==> config.mk <==
export PLATFORM = sky130hd
export DESIGN_NAME = fbfl_size
export DESIGN_NICKNAME = d
export VERILOG_FILES = /design/src/design/fbfl_pkg.sv /design/src/design/fbfl_size.sv
export SDC_FILE = /design/constraint.sdc
export NUM_CORES = 1
export LEC_CHECK = 0
export BUFFER_PORTS_ARGS = -buffer_cell sky130_fd_sc_hd__buf_2
export CELL_PAD_IN_SITES_DETAIL_PLACEMENT = 1
export CELL_PAD_IN_SITES_GLOBAL_PLACEMENT = 1
export CORE_ASPECT_RATIO = 0.5
export CORE_MARGIN = 1
export CORE_UTILIZATION = 48
export CTS_CLUSTER_DIAMETER = 80
export DETAILED_ROUTE_END_ITERATION = 6
export HOLD_SLACK_MARGIN = 0.12
export PLACE_DENSITY_LB_ADDON = 0.05
export SLEW_MARGIN = 20
export SYNTH_ARGS = -nofsm -noshare
export SYNTH_HDL_FRONTEND = slang
export SYNTH_SLANG_ARGS = --single-unit
==> constraint.sdc <==
create_clock -name i_clk -period 6.4 [get_ports i_clk]
set_input_delay 1.28 -clock i_clk [delete_from_list [all_inputs] [get_ports i_clk]]
set_output_delay 1.28 -clock i_clk [all_outputs]
set_load 0.005 [all_outputs]
==> src/design/fbfl_pkg.sv <==
// Shared types and constants for the fixed-block free-list allocator.
// No dependencies; imported by every module of the block.
package fbfl_pkg;

    localparam int ELEM_W    = 13;   // element / alignment register width
    localparam int SIZE_W    = 14;   // rounded element size, up to 2 * 8191
    localparam int SLOT_W    = 10;   // slot field width on the ports
    localparam int OFFS_W    = 23;   // byte offset field width
    localparam int CFG_IDX_W = 2;

    localparam logic [CFG_IDX_W-1:0] CFG_ELEM  = 2'd0;
    localparam logic [CFG_IDX_W-1:0] CFG_ALIGN = 2'd1;

    localparam logic ACT_ALLOC = 1'b0;
    localparam logic ACT_FREE  = 1'b1;

    localparam logic STAT_OK      = 1'b0;
    localparam logic STAT_NOSPACE = 1'b1;

    localparam logic [ELEM_W-1:0] ELEM_RST  = 13'd8;
    localparam logic [ELEM_W-1:0] ALIGN_RST = 13'd8;

    // controller -> datapath
    typedef struct packed {
        logic clr_step;    // write one init entry of the link RAM
        logic accept;      // capture the input word
        logic exec_fire;   // apply the operation and load the result
        logic size_start;  // start the element size computation
    } t_cmd;

    // datapath -> controller
    typedef struct packed {
        logic clr_done;    // last init entry is being written
        logic out_free;    // output register can take a word this cycle
    } t_sts;

endpackage

==> src/design/fbfl_size.sv <==
// Configuration registers and iterative element size unit.
// Depends on fbfl_pkg; one remainder bit per cycle while a run is busy.
module fbfl_size
    import fbfl_pkg::*;
#(
    parameter int MIN_ELEMENT_BYTES = 8
) (
    input  logic                 i_clk,
    input  logic                 i_rst_n,
    input  logic                 i_cfg_we,
    input  logic [CFG_IDX_W-1:0] i_cfg_index,
    input  logic [ELEM_W-1:0]    i_cfg_data,
    input  logic                 i_start,
    output logic                 o_busy,
    output logic [SIZE_W-1:0]    o_size
);

    localparam int CNT_W = $clog2(ELEM_W + 1);

    logic [ELEM_W-1:0] r_elem;
    logic [ELEM_W-1:0] r_align;
    logic [ELEM_W-1:0] r_num;
    logic [ELEM_W-1:0] r_den;
    logic [ELEM_W-1:0] r_base;
    logic [ELEM_W-1:0] r_rem;
    logic [CNT_W-1:0]  r_cnt;
    logic              r_busy;
    logic [SIZE_W-1:0] r_size;

    logic [ELEM_W-1:0] s_clamp;
    logic [ELEM_W-1:0] a_fixed;
    logic [ELEM_W:0]   rem_trial;
    logic [ELEM_W-1:0] n_rem;

    always_comb begin
        s_clamp = (r_elem < ELEM_W'(MIN_ELEMENT_BYTES)) ? ELEM_W'(MIN_ELEMENT_BYTES) : r_elem;
        a_fixed = (r_align == '0) ? ELEM_W'(1) : r_align;
        // shift in the next dividend bit, subtract when it fits
        rem_trial = {r_rem, r_num[ELEM_W-1]};
        if (rem_trial >= {1'b0, r_den}) begin
            n_rem = ELEM_W'(rem_trial - {1'b0, r_den});
        end else begin
            n_rem = rem_trial[ELEM_W-1:0];
        end
    end

    always_ff @(posedge i_clk) begin
        if (!i_rst_n) begin
            r_elem  <= ELEM_RST;
            r_align <= ALIGN_RST;
            r_busy  <= 1'b0;
            r_cnt   <= '0;
        end else begin
            if (i_cfg_we) begin
                unique case (i_cfg_index)
                    CFG_ELEM:  r_elem  <= i_cfg_data;
                    CFG_ALIGN: r_align <= i_cfg_data;
                    default: ;
                endcase
            end
            if (i_start) begin
                r_busy <= 1'b1;
                r_cnt  <= CNT_W'(ELEM_W);
            end else if (r_busy) begin
                r_cnt <= r_cnt - CNT_W'(1);
                if (r_cnt == CNT_W'(1)) begin
                    r_busy <= 1'b0;
                end
            end
        end
    end

    always_ff @(posedge i_clk) begin
        if (i_start) begin
            r_num  <= s_clamp;
            r_base <= s_clamp;
            r_den  <= a_fixed;
            r_rem  <= '0;
        end else if (r_busy) begin
            r_num <= r_num << 1;
            r_rem <= n_rem;
            if (r_cnt == CNT_W'(1)) begin
                // round up to the next multiple of the alignment
                if (n_rem == '0) begin
                    r_size <= SIZE_W'(r_base);
                end else begin
                    r_size <= SIZE_W'(r_base) + SIZE_W'(r_den) - SIZE_W'(n_rem);
                end
            end
        end
    end

    assign o_busy = r_busy;
    assign o_size = r_size;

endmodule

==> qor.yml <==
cts_sinks: 97
dr_wl_met2_mm: 5.712
clk_pin_slew_ns: 0.08
top_layer: "met4"
status: "finished clean"
drtIter0Drc: 174
worst_setup_path_start_kind: "flop"
syn_nets: 632
swShare_pct: 29.30
netlist_top_cells_area: "edfxtp_1 29%, dfxtp_1 16%, ha_1 6.5%, fa_1 5.0%, nand2_1 4.4%"
drive_above_1_share_pct: 14.43
fin_hold_ws_ns: 0.4590
die_w_um: 154.5
clkPwrFrac_pct: 34.3
cp_max_fo: 16
ys_warn_count: 0
yosys.area.top_type_share_pct: 28.51
syn_area_per_cell_um2: 9.792
synthSimpleGateAreaFrac_pct: 14.77
cts_tree: "built"
seq_area_mm2: 0.002472
synth_top_area_cell: "edfxtp_1"
fin_crit_sh_pct: 76.68
syn_area_mm2: 0.005582
synth-edff-count: 53
drc: 0
dp_hpwl_mm: 10.18
yosysMostFrequentCell: "nand2_1"
muxShareOfSynthArea_pct: 8.630
start_util_pct: 50.07
synth_cell_types: 60
worst_pin_slew_ns: 0.9582
dr.pass1.iters: 4
port_buffers: 33
async_reset_ff_share_pct: 0
route.vias.total: 3964
yosys.area_share.adder_pct: 11.52
gp_congestion: 0.8630
power_frac_comb_pct: 22.8
cpMostUsedCell: "inv_1"
fillers: 1288
cts_buffers: 9
antenna_found_initial: 0
finalHoldViolCount: 0
synth_top_family_by_area: "simple AND/OR/NAND/NOR gates"
slew_viol_final: 0
path_cells: "inv_1, ha_1, inv_1, fa_1, a211oi_2, nor3b_1, o21ai_2, nand2_4, mux2_2, fa_1, inv_1, ha_1, a21o_1, a21oi_1, nor2b_1, o211ai_1, nand3_1, nand3_1, nor3b_1, o41a_1"
cts_resized: 0
end_kind: "flop"
grt_pass1_wl_mm: 21.29
power_leakage_nw: 2.587
max_freq_mhz: 203.8
die_y_um: 78.25
synth_common_cells: "66 x nand2_1, 61 x inv_1, 53 x edfxtp_1, 47 x a21oi_1, 44 x dfxtp_1"
cts-root-buf: "clkbuf_16"
wl_per_cell_um: 18.08
h-tree-depth: 3
first_global_vias: 4026
postCtsHoldBufs: 0
area_growth_pct: 9.460
nNetsFinal: 639
finClkSkew_ns: 0.008829
multi_input_area_mm2: 0.002719
ant_nets: 0
grt_max_degree: 61
grt_overflow: 0
wl_mm: 13.15
cp.buffers_inverters: 3
crit_required_ns: 6.49
synthFlopType: "edfxtp_1"
insertedDiodeCount: 0
finalSetupTns_ns: 0
num_rows: 27
max_stage_delay_ns: 0.49
relSlewSlack_pct: 36.05
ys_seq_elements: 97
cts_setup_buffers: 0
path_class: "flop to flop"
met1_length_mm: 7.024
synth_compound_area_share_pct: 10.29
coreArea_mm2: 0.01115
hp-class: "flop to flop"
pin_count: 34
fin_cells: 727
via_per_inst: 5.453
crit_arrival_ns: 5.00
synth_cells: 570
dieArea_mm2: 0.01209
rrSetupSlack_ns: 1.49
clk_latency_ns: 0.34
p_int_mw: 1.189
placedCellCount: 711
wl_met3_um: 319
cap_violations: 0
p_sw_uw: 492.7
crit_slowest_cell: "fa_1"
powerDensity_mw_per_mm2: 275.2
track_usage_pct: 23.16
peakVddDrop_uv: 137.0
clock_path_buffers: 2
seq_power_share_pct: 42.9
critical-path-top-delay-family: "compound AO/OA/AOI/OAI gates"
ys_seq_area_share_pct: 44.30
rsz0062_at_grt: "no"
timing.final.setup_violations: 0
fin_crit_ns: 4.908
yosys.area_share.xor_xnor_pct: 3.295
==> flip-flops by register name, indices dropped and copies added, names as in the netlist <==
signal,count
r_num,13
o_size,14
r_cnt,4
o_busy,1
r_align,13
r_base,13
r_rem,13
r_elem,13
r_den,13
==> tightest hold or removal path, cell delays in order (launching register included) <==
cell	delay (ns)
dfxtp_1	0.31
nand2_1	0.05
a21oi_1	0.05
==> power by group through the flow <==
| stage | clock, mW | combinational [mW] | sequential, mW |
|---|---|---|---|
| floorplan | 0 | 0.312 | 0.727 |
| global placement | 0 | 0.373 | 0.733 |
| detailed placement | 0 | 0.381 | 0.735 |
| CTS | 0.587 | 0.385 | 0.721 |
| global route | 0.609 | 0.427 | 0.724 |
| finish | 0.577 | 0.384 | 0.721 |
==> cells in the final DEF (no fill, tap or decap), types with 2 or more instances in the layout <==
master	netlist	final
xnor2_1	12	12
nand3b_1	2	2
and3_1	5	5
xor2_1	9	9
o21a_1	3	3
o31a_1	3	3
nand2_1	66	66
mux2_4	4	4
nor2b_1	3	3
buf_4	0	3
inv_1	61	61
nor3b_1	6	5
inv_8	0	2
or2_2	5	5
a31oi_1	2	2
mux2i_1	23	23
a21oi_1	47	47
nor2_1	43	43
mux2_2	17	17
buf_2	2	33
nand4_1	3	3
fa_1	14	14
o41a_1	2	2
nor4_1	8	8
o211ai_1	3	3
and2_1	4	4
nor3_1	11	11
clkbuf_16	0	9
ha_1	29	29
a21o_1	5	5
dfxtp_1	44	44
edfxtp_1	53	53
a211oi_1	3	3
o21ai_1	3	3
o21ai_0	8	8
a2111oi_0	2	2
inv_6	0	2
nand3_1	6	6
==> metrics by stage <==
step	utilization, %	total power [mW]	cell area (um2)	setup slack, ns
3_5_place_dp	51.87	1.116	5783	1.573
3_3_place_gp	51.87	1.107	5783	1.709
4_1_cts	54.75	1.693	6103	1.548
6_report	54.80	1.681	6110	1.492
5_1_grt	54.80	1.760	6110	1.255
2_1_floorplan	-	1.039	5582	1.840
==> metal layers <==
metal | GRT usage [%] | vias up
li1 | - | 1956
met1 | 33.63 | 1942
met2 | 36.43 | 56
met3 | 4.197 | 10
met4 | 4.158 | 0
met5 | 0 | -
==> cell type report <==
| type | count | share of cell area (%) |
|---|---|---|
| clock buffers | 9 | 3.686 |
| clock inverters | 7 | 1.556 |
| multi-input cells | 372 | 44.50 |
| repair buffers | 36 | 3.072 |
| flip-flops and latches | 97 | 40.47 |
| well taps | 145 | 2.969 |
| inverters | 61 | 3.748 |
==> final timing paths <==
path | startpoint | endpoint | cells after the start
max reg2reg | r_num[12]$_DFFE_PP_ | o_size[13]$_SDFFCE_PP0P_ | 20
min reg2reg | r_elem[2]$_SDFFE_PN0P_ | r_elem[2]$_SDFFE_PN0P_ | 2
max | r_num[12]$_DFFE_PP_ | o_size[13]$_SDFFCE_PP0P_ | 20
min | r_elem[2]$_SDFFE_PN0P_ | r_elem[2]$_SDFFE_PN0P_ | 2
==> kinds of logic after synthesis <==
family,after synthesis
compound gates,91
xor+xnor,21
fa+ha+maj,43
buf+inv,101
flops,97
simple gates,173
mux,44
(Power assumes the default switching activity.)
