## src/design/fbfl_pkg.sv

```systemverilog
// Shared types and constants for the fixed-block free-list allocator.
// No dependencies; imported by every module of the block.
package fbfl_pkg;

    localparam int ELEM_W    = 13;   // element / alignment register width
    localparam int SIZE_W    = 14;   // rounded element size, up to 2 * 8191
    localparam int SLOT_W    = 10;   // slot field width on the ports
    localparam int OFFS_W    = 23;   // byte offset field width
    localparam int CFG_IDX_W = 2;

    localparam logic [CFG_IDX_W-1:0] CFG_ELEM  = 2'd0;
    localparam logic [CFG_IDX_W-1:0] CFG_ALIGN = 2'd1;

    localparam logic ACT_ALLOC = 1'b0;
    localparam logic ACT_FREE  = 1'b1;

    localparam logic STAT_OK      = 1'b0;
    localparam logic STAT_NOSPACE = 1'b1;

    localparam logic [ELEM_W-1:0] ELEM_RST  = 13'd8;
    localparam logic [ELEM_W-1:0] ALIGN_RST = 13'd8;

    // controller -> datapath
    typedef struct packed {
        logic clr_step;    // write one init entry of the link RAM
        logic accept;      // capture the input word
        logic exec_fire;   // apply the operation and load the result
        logic size_start;  // start the element size computation
    } t_cmd;

    // datapath -> controller
    typedef struct packed {
        logic clr_done;    // last init entry is being written
        logic out_free;    // output register can take a word this cycle
    } t_sts;

endpackage

```

## src/design/fbfl_ctrl.sv

```systemverilog
// Controller: sequences RAM init, size computation and each operation.
// Depends on fbfl_pkg; drives t_cmd to fbfl_dp and the start of fbfl_size.
module fbfl_ctrl
    import fbfl_pkg::*;
(
    input  logic i_clk,
    input  logic i_rst_n,
    input  logic i_in_valid,
    output logic o_in_stall,
    input  logic i_cfg_we,
    input  logic i_size_busy,
    input  t_sts i_sts,
    output t_cmd o_cmd
);

    localparam logic [2:0] ST_CLEAR     = 3'd0;
    localparam logic [2:0] ST_SIZE_GO   = 3'd1;
    localparam logic [2:0] ST_SIZE_WAIT = 3'd2;
    localparam logic [2:0] ST_IDLE      = 3'd3;
    localparam logic [2:0] ST_EXEC      = 3'd4;

    logic [2:0] r_state;
    logic [2:0] n_state;
    logic       r_dirty;
    logic       n_dirty;
    logic       stall;

    always_comb begin
        stall   = (r_state != ST_IDLE) || r_dirty;
        n_state = r_state;
        n_dirty = r_dirty;
        o_cmd   = '0;
        unique case (r_state)
            ST_CLEAR: begin
                o_cmd.clr_step = 1'b1;
                if (i_sts.clr_done) begin
                    n_state = ST_SIZE_GO;
                end
            end
            ST_SIZE_GO: begin
                o_cmd.size_start = 1'b1;
                n_dirty = 1'b0;
                n_state = ST_SIZE_WAIT;
            end
            ST_SIZE_WAIT: begin
                if (!i_size_busy) begin
                    n_state = ST_IDLE;
                end
            end
            ST_IDLE: begin
                if (r_dirty) begin
                    n_state = ST_SIZE_GO;
                end else if (i_in_valid) begin
                    o_cmd.accept = 1'b1;
                    n_state = ST_EXEC;
                end
            end
            ST_EXEC: begin
                // hold until the output register frees up
                if (i_sts.out_free) begin
                    o_cmd.exec_fire = 1'b1;
                    n_state = ST_IDLE;
                end
            end
            default: begin
                n_state = ST_IDLE;
            end
        endcase
        if (i_cfg_we) begin
            n_dirty = 1'b1;
        end
    end

    always_ff @(posedge i_clk) begin
        if (!i_rst_n) begin
            r_state <= ST_CLEAR;
            r_dirty <= 1'b0;
        end else begin
            r_state <= n_state;
            r_dirty <= n_dirty;
        end
    end

    assign o_in_stall = stall;

endmodule

```

## config.mk

```make
export PLATFORM = sky130hd
export DESIGN_NAME = fbfl_ctrl
export DESIGN_NICKNAME = d
export VERILOG_FILES = /design/src/design/fbfl_pkg.sv /design/src/design/fbfl_ctrl.sv
export SDC_FILE = /design/constraint.sdc
export NUM_CORES = 1
export LEC_CHECK = 0
export ABC_CLOCK_PERIOD_IN_PS = 1600
export BUFFER_PORTS_ARGS = -buffer_cell sky130_fd_sc_hd__buf_2
export CORE_AREA = 5 5 42 44
export CTS_CLUSTER_DIAMETER = 120
export DETAILED_ROUTE_END_ITERATION = 7
export DIE_AREA = 0 0 47 49
export PLACE_DENSITY = 0.43
export REMOVE_ABC_BUFFERS = 1
export SLEW_MARGIN = 20
export SYNTH_ARGS = -nofsm -noshare
export SYNTH_HDL_FRONTEND = slang
export SYNTH_SLANG_ARGS = --single-unit
```

## constraint.sdc

```tcl
create_clock -name i_clk -period 1.6 [get_ports i_clk]
set_input_delay 0.08 -clock i_clk [delete_from_list [all_inputs] [get_ports i_clk]]
set_output_delay 0.08 -clock i_clk [all_outputs]
set_load 0.1 [all_outputs]
```

==> results of run 1 <==
[kinds of logic after synthesis]
kind of cell | after synthesis
AOI/OAI and AO/OA | 9
buffers and inverters | 4
and+or+nand+nor | 13
muxes | 1
DFF | 4
[placed cells by master (no fill, tap or decap), types with 2 or more instances in the layout]
| cell | synthesis | layout |
|---|---|---|
| dfxtp_1 | 4 | 3 |
| nor3_1 | 3 | 3 |
| inv_1 | 2 | 2 |
| nand2_1 | 2 | 2 |
| nor2_1 | 2 | 2 |
| clkbuf_4 | 0 | 3 |
| nand2b_1 | 2 | 2 |
| o21a_1 | 3 | 3 |
| buf_2 | 0 | 10 |
[worst max-delay path by stage]
stage,from,endpoint,slack (ps)
floorplan,r_state[2]$_SDFFE_PN0P_,o_cmd[1],-1000
global placement,r_state[2]$_SDFFE_PN0P_,r_state[2]$_SDFFE_PN0P_,200
detailed placement,r_state[2]$_SDFFE_PN0P_,r_state[2]$_SDFFE_PN0P_,190
CTS,r_state[1]$_SDFFE_PN0P_,o_cmd[2],60
global route,r_state[0]$_SDFFE_PN0P_,o_cmd[0],20
finish,r_state[2]$_SDFFE_PN0P_,o_in_stall,110
[state kept, by name, indices dropped and copies added (netlist names)]
name and count:
r_state 3, r_dirty 1
[Yosys cell counts]
cell | count | share of area
inv_1 | 2 | 0.028
nand3b_1 | 1 | 0.028
and4bb_2 | 1 | 0.047
dfxtp_1 | 4 | 0.30
clkbuf_1 | 2 | 0.028
nor3_1 | 3 | 0.056
nor2_1 | 2 | 0.028
nand2_1 | 2 | 0.028
nand2b_1 | 2 | 0.047
mux2_4 | 1 | 0.056
nand4bb_1 | 1 | 0.042
o221a_2 | 1 | 0.042
o21ai_0 | 1 | 0.019
o221a_1 | 1 | 0.042
o211a_1 | 1 | 0.037
a21boi_0 | 1 | 0.028
and2_1 | 1 | 0.023
o311a_1 | 1 | 0.037
o21a_1 | 3 | 0.084
[per-stage QoR]
| stage | area, um^2 | hold slack, ps | util |
|---|---|---|---|
| 2_1_floorplan | 260.3 | 197.5 | - |
| 3_3_place_gp | 350.3 | 292.9 | 0.2500 |
| 3_5_place_dp | 350.3 | 298.5 | 0.2500 |
| 4_1_cts | 372.9 | 48.60 | 0.2661 |
| 5_1_grt | 374.1 | 63.17 | 0.2670 |
| 6_report | 374.1 | 54.72 | 0.2670 |
[per-layer routing]
| layer | global-route usage | vias to the layer above |
|---|---|---|
| met5 | 0 | - |
| met4 | 0.02765 | 0 |
| met3 | 0.05904 | 2 |
| met2 | 0.07692 | 11 |
| met1 | 0.08150 | 115 |
| li1 | - | 140 |
[what timing repair did]
item | in CTS | in global routing
gates resized for setup | 0 | 1
endpoints found under the setup margin | 0 | 1
hold endpoints to repair | 0 | 0
[area by class of cell]
cell class                 count  area (um^2)  share of cell area
multi-input combinational     23        172.7              0.4615
inverter                       2        7.507             0.02007
timing repair buffer          11        70.07              0.1873
sequential                     4        81.33              0.2174
tap                           16        20.02             0.05351
clock buffer                   3        22.52             0.06020
[power breakdown]
| part | internal, W | switching, W |
|---|---|---|
| registers | 0.000116 | 0.0000318 |
| logic | 0.0000644 | 0.000168 |
| clock network | 0.0000838 | 0.0000403 |
| total | 0.000265 | 0.000240 |
==> impl_metrics.toml, run 1 <==
[detailed_routing]
dr.first_iter.drc_count = 5
wl_met3_um = 81
vias = 268
m1WireLength_um = 306
ant_nets = 0
wl_met2_um = 255
drcViolationCount = 0
viasPerCell = 4.542
dr.pass1.iters = 4
totalWireLength_um = 648
routedWlPerCell_um = 10.98
top_layer_used = "met4"

[sta]
setup_slack_ps = 112.6
worst_pin_slew_ps = 489.2
min_period_over_period = 0.9296
hold_violations = 0
rsz0062_at_grt = "false"
fin_skew_ps = 0.8332
fin_tns_setup_ps = 0
fmax_ghz = 0.6723
min_period_ps = 1487
setup_viol = 0
drv_slew = 0
relSlewSlack = 0.6761

[run]
max_cap_viol_count = 0

[yosys]
yosys.area_share.adder = 0
ys_ff_latch = 4
synth_top_family_by_area = "simple AND/OR/NAND/NOR gates"
netlist_area_um2 = 267.8
synth_xor_area_frac = 0
muxShareOfSynthArea = 0.05607
ys_warn_count = 0
yosysSeqAreaShare = 0.2991
synth_compound_area_frac = 0.2897
yosys.area_share.simple = 0.2991
netlist_instances = 31
ys_types = 19
syn_area_per_cell_um2 = 8.637

[pwr]
powerDensity_mw_per_mm2 = 1349
p_leak_nw = 0.1692
total_power_w = 0.0005048
ir_drop_mv = 0.6191

[grt]
grt_pass1_wl_um = 1028
grt_max_degree = 14
grt_overflow = 0
grt_pass1_vias = 237
grt_use_total = 0.06554
antenna_found_initial = 0

[setup_path]
cp.arrival_ps = 1410
critical-path-top-delay-family = "buffers and inverters"
r2r.worst_path.cells = 3
path_cells = "and4bb_2 > inv_1 > buf_2"
crit_buf_inv = 2
worstSetupPathType = "register to output pin"
r2r-start = "r_state[2]$_SDFFE_PN0P_"
crit_path_start_kind = "register"
reg2reg_slack_ps = 190
rr_endpoint = "r_state[2]$_SDFFE_PN0P_"
cp.required_ps = 1520
cp-end-kind = "output pin"
slowest_delay_ps = 440
critPathMaxFanout = 8
worst-path-stages = 3
worst_path_max_delay_cell = "dfxtp_1"

[clocking]
cts-root-buf = "clkbuf_4"
clock_sinks = 4
worstSkewPairLatency_ps = 230
clk_path_buf_depth = 2
clkTransAtPathRegs_ps = 40
htreeDepth = 1
cts_setup_buffers = 0
cts_tree = "done"
ctsHoldBuffers = 0
numCtsBuffers = 3

[layout]
antenna_cells = 0
finalNetCount = 52
syn2layout_area_growth_pct = 39.72
n_fill_cell = 166
layout.cells.non_filler = 59
drive_gt1_frac = 0.4186

[die]
initial_core_util = 0.1911
die_h_um = 49
ios = 12
dieArea_mm2 = 0.002303
num_rows = 14
core-area_mm2 = 0.001401
die_w_um = 47

[worst_hold_path]
min_from = "i_cfg_we"
holdPathEnd = "r_dirty$_SDFFE_PN0P_"
min_path_type = "primary input to register"
hold_depth = 2

[place]
io_buffers = 11
place.detailed.hpwl_um = 496.1
place_congestion = 0.6610
pre_cts_ws_ps = 190.2
placedCellCount = 56

[status]
status = "finished, final reports clean"
No activity file was read; power rests on OpenSTA's default activity.
==> inputs of run 2 (changes only) <==
- ABC_CLOCK_PERIOD_IN_PS: 1600 -> 1500
- clock period: 1.6 -> 1.5 ns (I/O delays scaled with it)
==> impl_metrics.toml, run 2 (synthesis results as in run 1) <==
[layout]
largest_reg_flops = 3
drive_gt1_frac = 0.4222
antenna_cells = 0
most-common-layout-cells = "7 x buf_2, 4 x buf_12, 4 x dfxtp_1"
finalNetCount = 54
final_common_cell = "buf_2"
max_flop_register = "r_state"
top_regs = "r_state x3, r_dirty x1"
syn2layout_area_growth_pct = 61.68

[detailed_routing]
dr.first_iter.drc_count = 4
routedWlPerCell_um = 11.03
wl_met2_um = 279
wl_met3_um = 60
m1WireLength_um = 327
ant_nets = 0
dr.pass1.iters = 4
viasPerCell = 4.525
vias = 276
drcViolationCount = 0
top_layer_used = "met4"
totalWireLength_um = 673

[sta]
min_period_ps = 1418
min_period_over_period = 0.9450
holdWs_ps = 52.29
setup_viol = 0
fin_skew_ps = 0.2478
relSlewSlack = 0.6799
worst_pin_slew_ps = 483.5
rsz0062_at_grt = "false"
drv_slew = 0
hold_violations = 0
fmax_ghz = 0.7054

[clocking]
numCtsBuffers = 3
cts_tree = "done"
clkTransAtPathRegs_ps = 40
htreeDepth = 1
clock_sinks = 4
cts-root-buf = "clkbuf_4"
cts_setup_buffers = 0
cts_resized = 0
worstSkewPairLatency_ps = 230
clk_path_buf_depth = 2
ctsHoldBuffers = 0

[die]
die_h_um = 49
die_w_um = 47
initial_core_util = 0.1911
ios = 12
core-area_mm2 = 0.001401
num_rows = 14
dieArea_mm2 = 0.002303

[pwr]
ir_drop_mv = 0.6936
powerDensity_mw_per_mm2 = 1342
p_leak_nw = 0.1939
total_power_w = 0.0005812

[setup_path]
crit_path_start_kind = "register"
cp.required_ps = 1420
critical-path-top-delay-family = "simple AND/OR/NAND/NOR gates"
worst_path_max_delay_cell = "dfxtp_1"
cp.arrival_ps = 1340
path_cells = "buf_4 > and4bb_2 > and2_1 > buf_12"
cp-end-kind = "output pin"
worstSetupPathType = "register to output pin"
slowest_delay_ps = 310
critPathMaxFanout = 7
crit_buf_inv = 2

[worst_hold_path]
min_path_type = "primary input to register"

[place]
place.detailed.hpwl_um = 514.6
place_congestion = 0.6702
io_buffers = 11

[grt]
antenna_found_initial = 0
grt_overflow = 0
grt_pass1_vias = 267
grt_max_degree = 10
grt_use_total = 0.07118
grt_pass1_wl_um = 1159

[status]
status = "finished, final reports clean"

[run]
max_cap_viol_count = 0
==> run 2: area by class of cell <==
type | instances | area, um^2
clock buffers | 3 | 22.52
repair buffers | 13 | 130.1
flip-flops and latches | 4 | 80.08
inverters | 2 | 7.507
fillers | 157 | 968.4
multi-input cells | 23 | 172.7
well taps | 16 | 20.02
==> run 2: worst paths after layout <==
path / start / endpoint / slack [ps] / cells after the start
min reg2reg: r_dirty$_SDFFE_PN0P_ / r_dirty$_SDFFE_PN0P_ / 610 / 2
min: i_cfg_we / r_dirty$_SDFFE_PN0P_ / 50 / 2
max reg2reg: r_state[2]$_SDFFE_PN0P_ / r_state[2]$_SDFFE_PN0P_ / 220 / 3
max: r_state[2]$_SDFFE_PN0P_ / o_cmd[2] / 80 / 4
==> run 2: per-layer routing <==
metal	track usage	vias up
li1	-	147
met1	0.09692	119
met2	0.08597	8
met3	0.05904	2
met4	0.01382	0
met5	0	-
==> run 2: per-stage QoR <==
step | setup TNS, ps | area [um^2] | instances | setup slack (ps) | util
after floorplan | -2603 | 260.3 | 29 | -1097 | -
after global placement | 0 | 410.4 | 58 | 237.3 | 0.2929
after detailed placement | 0 | 410.4 | 58 | 218.8 | 0.2929
after CTS | 0 | 432.9 | 61 | 72.28 | 0.3089
after global routing | 0 | 432.9 | 61 | 12.08 | 0.3089
final | 0 | 432.9 | 61 | 82.46 | 0.3089
==> run 2: power breakdown <==
part	leakage, nW	switching (W)	internal, W
sequential	0.0332	0.0000254	0.000123
combinational	0.147	0.000197	0.000104
clock	0.0138	0.0000429	0.0000894
total	0.194	0.000265	0.000316
==> inputs of run 3 (changes only) <==
- CORE_AREA: 5 5 42 44 -> 2 2 39 41
- DIE_AREA: 0 0 47 49 -> 0 0 41 43
- SETUP_SLACK_MARGIN: default -> 0.15
==> impl_metrics.toml, run 3 (synthesis results as in run 1) <==
[detailed_routing]
vias = 273
ant_nets = 0
wl_met3_um = 74
m1WireLength_um = 298
routedWlPerCell_um = 10.60
top_layer_used = "met3"
dr.pass1.iters = 4
wl_met2_um = 284
totalWireLength_um = 657
dr.first_iter.drc_count = 4
viasPerCell = 4.403
drcViolationCount = 0

[layout]
finalNetCount = 55
layout.cells.non_filler = 62
antenna_cells = 0
drive_gt1_frac = 0.5870
final_common_cell = "buf_2"
final_util = 0.3382
design_area_um2 = 467.9
largest_reg_flops = 3
most-common-layout-cells = "6 x buf_2, 4 x buf_12"
top_regs = "r_state x3, r_dirty x1"
max_flop_register = "r_state"
syn2layout_area_growth_pct = 74.77

[clocking]
clock_sinks = 4
cts_tree = "done"
htreeDepth = 1
numCtsBuffers = 3
cts-root-buf = "clkbuf_4"
worstSkewPairLatency_ps = 240
clkTransAtPathRegs_ps = 40
clk_path_buf_depth = 2

[run]
max_cap_viol_count = 0

[die]
num_rows = 14
die_w_um = 41
core-area_mm2 = 0.001384
initial_core_util = 0.1935
dieArea_mm2 = 0.001763
die_h_um = 43
ios = 12

[pwr]
p_switching_w = 0.0002775
p_int_w = 0.0003366
power.share.switching = 0.4519
seqPwrFrac = 0.252
p_leak_nw = 0.2060
ir_drop_mv = 0.8553
total_power_w = 0.0006141
powerDensity_mw_per_mm2 = 1312
share_comb_of_total_power = 0.527
clockPowerShare = 0.221

[place]
placedCellCount = 58
place.detailed.hpwl_um = 459.8
placed_cell_area_um2 = 410.4
io_buffers = 11
place_congestion = 0.6629

[sta]
hold_violations = 0
relSlewSlack = 0.8162
fmax_ghz = 0.7236
worst_pin_slew_ps = 278.0
min_period_over_period = 0.9213
min_period_ps = 1382
drv_slew = 0
setup_viol = 0
fin_tns_setup_ps = 0
fin_skew_ps = 4.115
rsz0062_at_grt = "true"

[grt]
antenna_found_initial = 0
grt_max_degree = 10
grt_use_total = 0.08936
grt_pass1_vias = 243
grt_pass1_wl_um = 1007
grt_overflow = 0

[status]
status = "finished, final reports clean"

[setup_path]
worstSetupPathType = "register to output pin"
cp-end-kind = "output pin"
critPathMaxFanout = 5
cp.arrival_ps = 1310
crit_path_start_kind = "register"
cp.required_ps = 1420

[worst_hold_path]
min_path_type = "primary input to register"
## run 3: path summary, 6_finish.rpt
check                                from  slack [ps]                      end  depth (start not counted)
setup / recovery  r_state[2]$_SDFFE_PN0P_         120                 o_cmd[2]                          4
hold / removal                   i_cfg_we          50     r_dirty$_SDFFE_PN0P_                          2
setup reg to reg  r_state[2]$_SDFFE_PN0P_         220  r_state[2]$_SDFFE_PN0P_                          3
hold reg to reg      r_dirty$_SDFFE_PN0P_         590     r_dirty$_SDFFE_PN0P_                          2
## run 3: what timing repair did
action / CTS / global route
resized for setup: 4 / 6
hold buffers: 0 / 0
endpoints found under the setup margin: 4 / 5
buffers inserted: 0 / 1
pin swaps: 0 / 3
## run 3: layer usage
layer,up-vias,global-route usage
li1,146,-
met1,117,0.1158
met2,10,0.1094
met3,0,0.07853
met4,0,0.02000
met5,-,0
## run 3: through the flow
stage                     hold WS [ps]  setup slack, ps
final                            48.70            118.1
after detailed placement         285.6            208.0
after CTS                        40.45            73.56
after floorplan                  192.5            -1097
after global placement           283.9            235.5
after global routing             61.88            76.40
## run 3: critical path: stages, from the launching register on
cell and delay (ps):
dfxtp_2 320, buf_6 120, and4bb_2 310, and2_4 150
buf_12 160
## run 3: cell type report
class | count | area, um^2
clock buffer | 3 | 22.52
fill | 147 | 915.9
inverter | 2 | 7.507
multi-input combinational | 23 | 190.2
sequential | 4 | 83.83
tap | 16 | 20.02
timing repair buffer | 14 | 143.9
## run 3: power by group through the flow
stage / sequential [W] / clock [W] / combinational, W
4_1_cts: 0.000149 / 0.000144 / 0.000310
3_5_place_dp: 0.000149 / 0 / 0.000298
5_1_grt: 0.000157 / 0.000152 / 0.000342
3_3_place_gp: 0.000152 / 0 / 0.000300
6_report: 0.000155 / 0.000136 / 0.000323
2_1_floorplan: 0.000150 / 0 / 0.000208
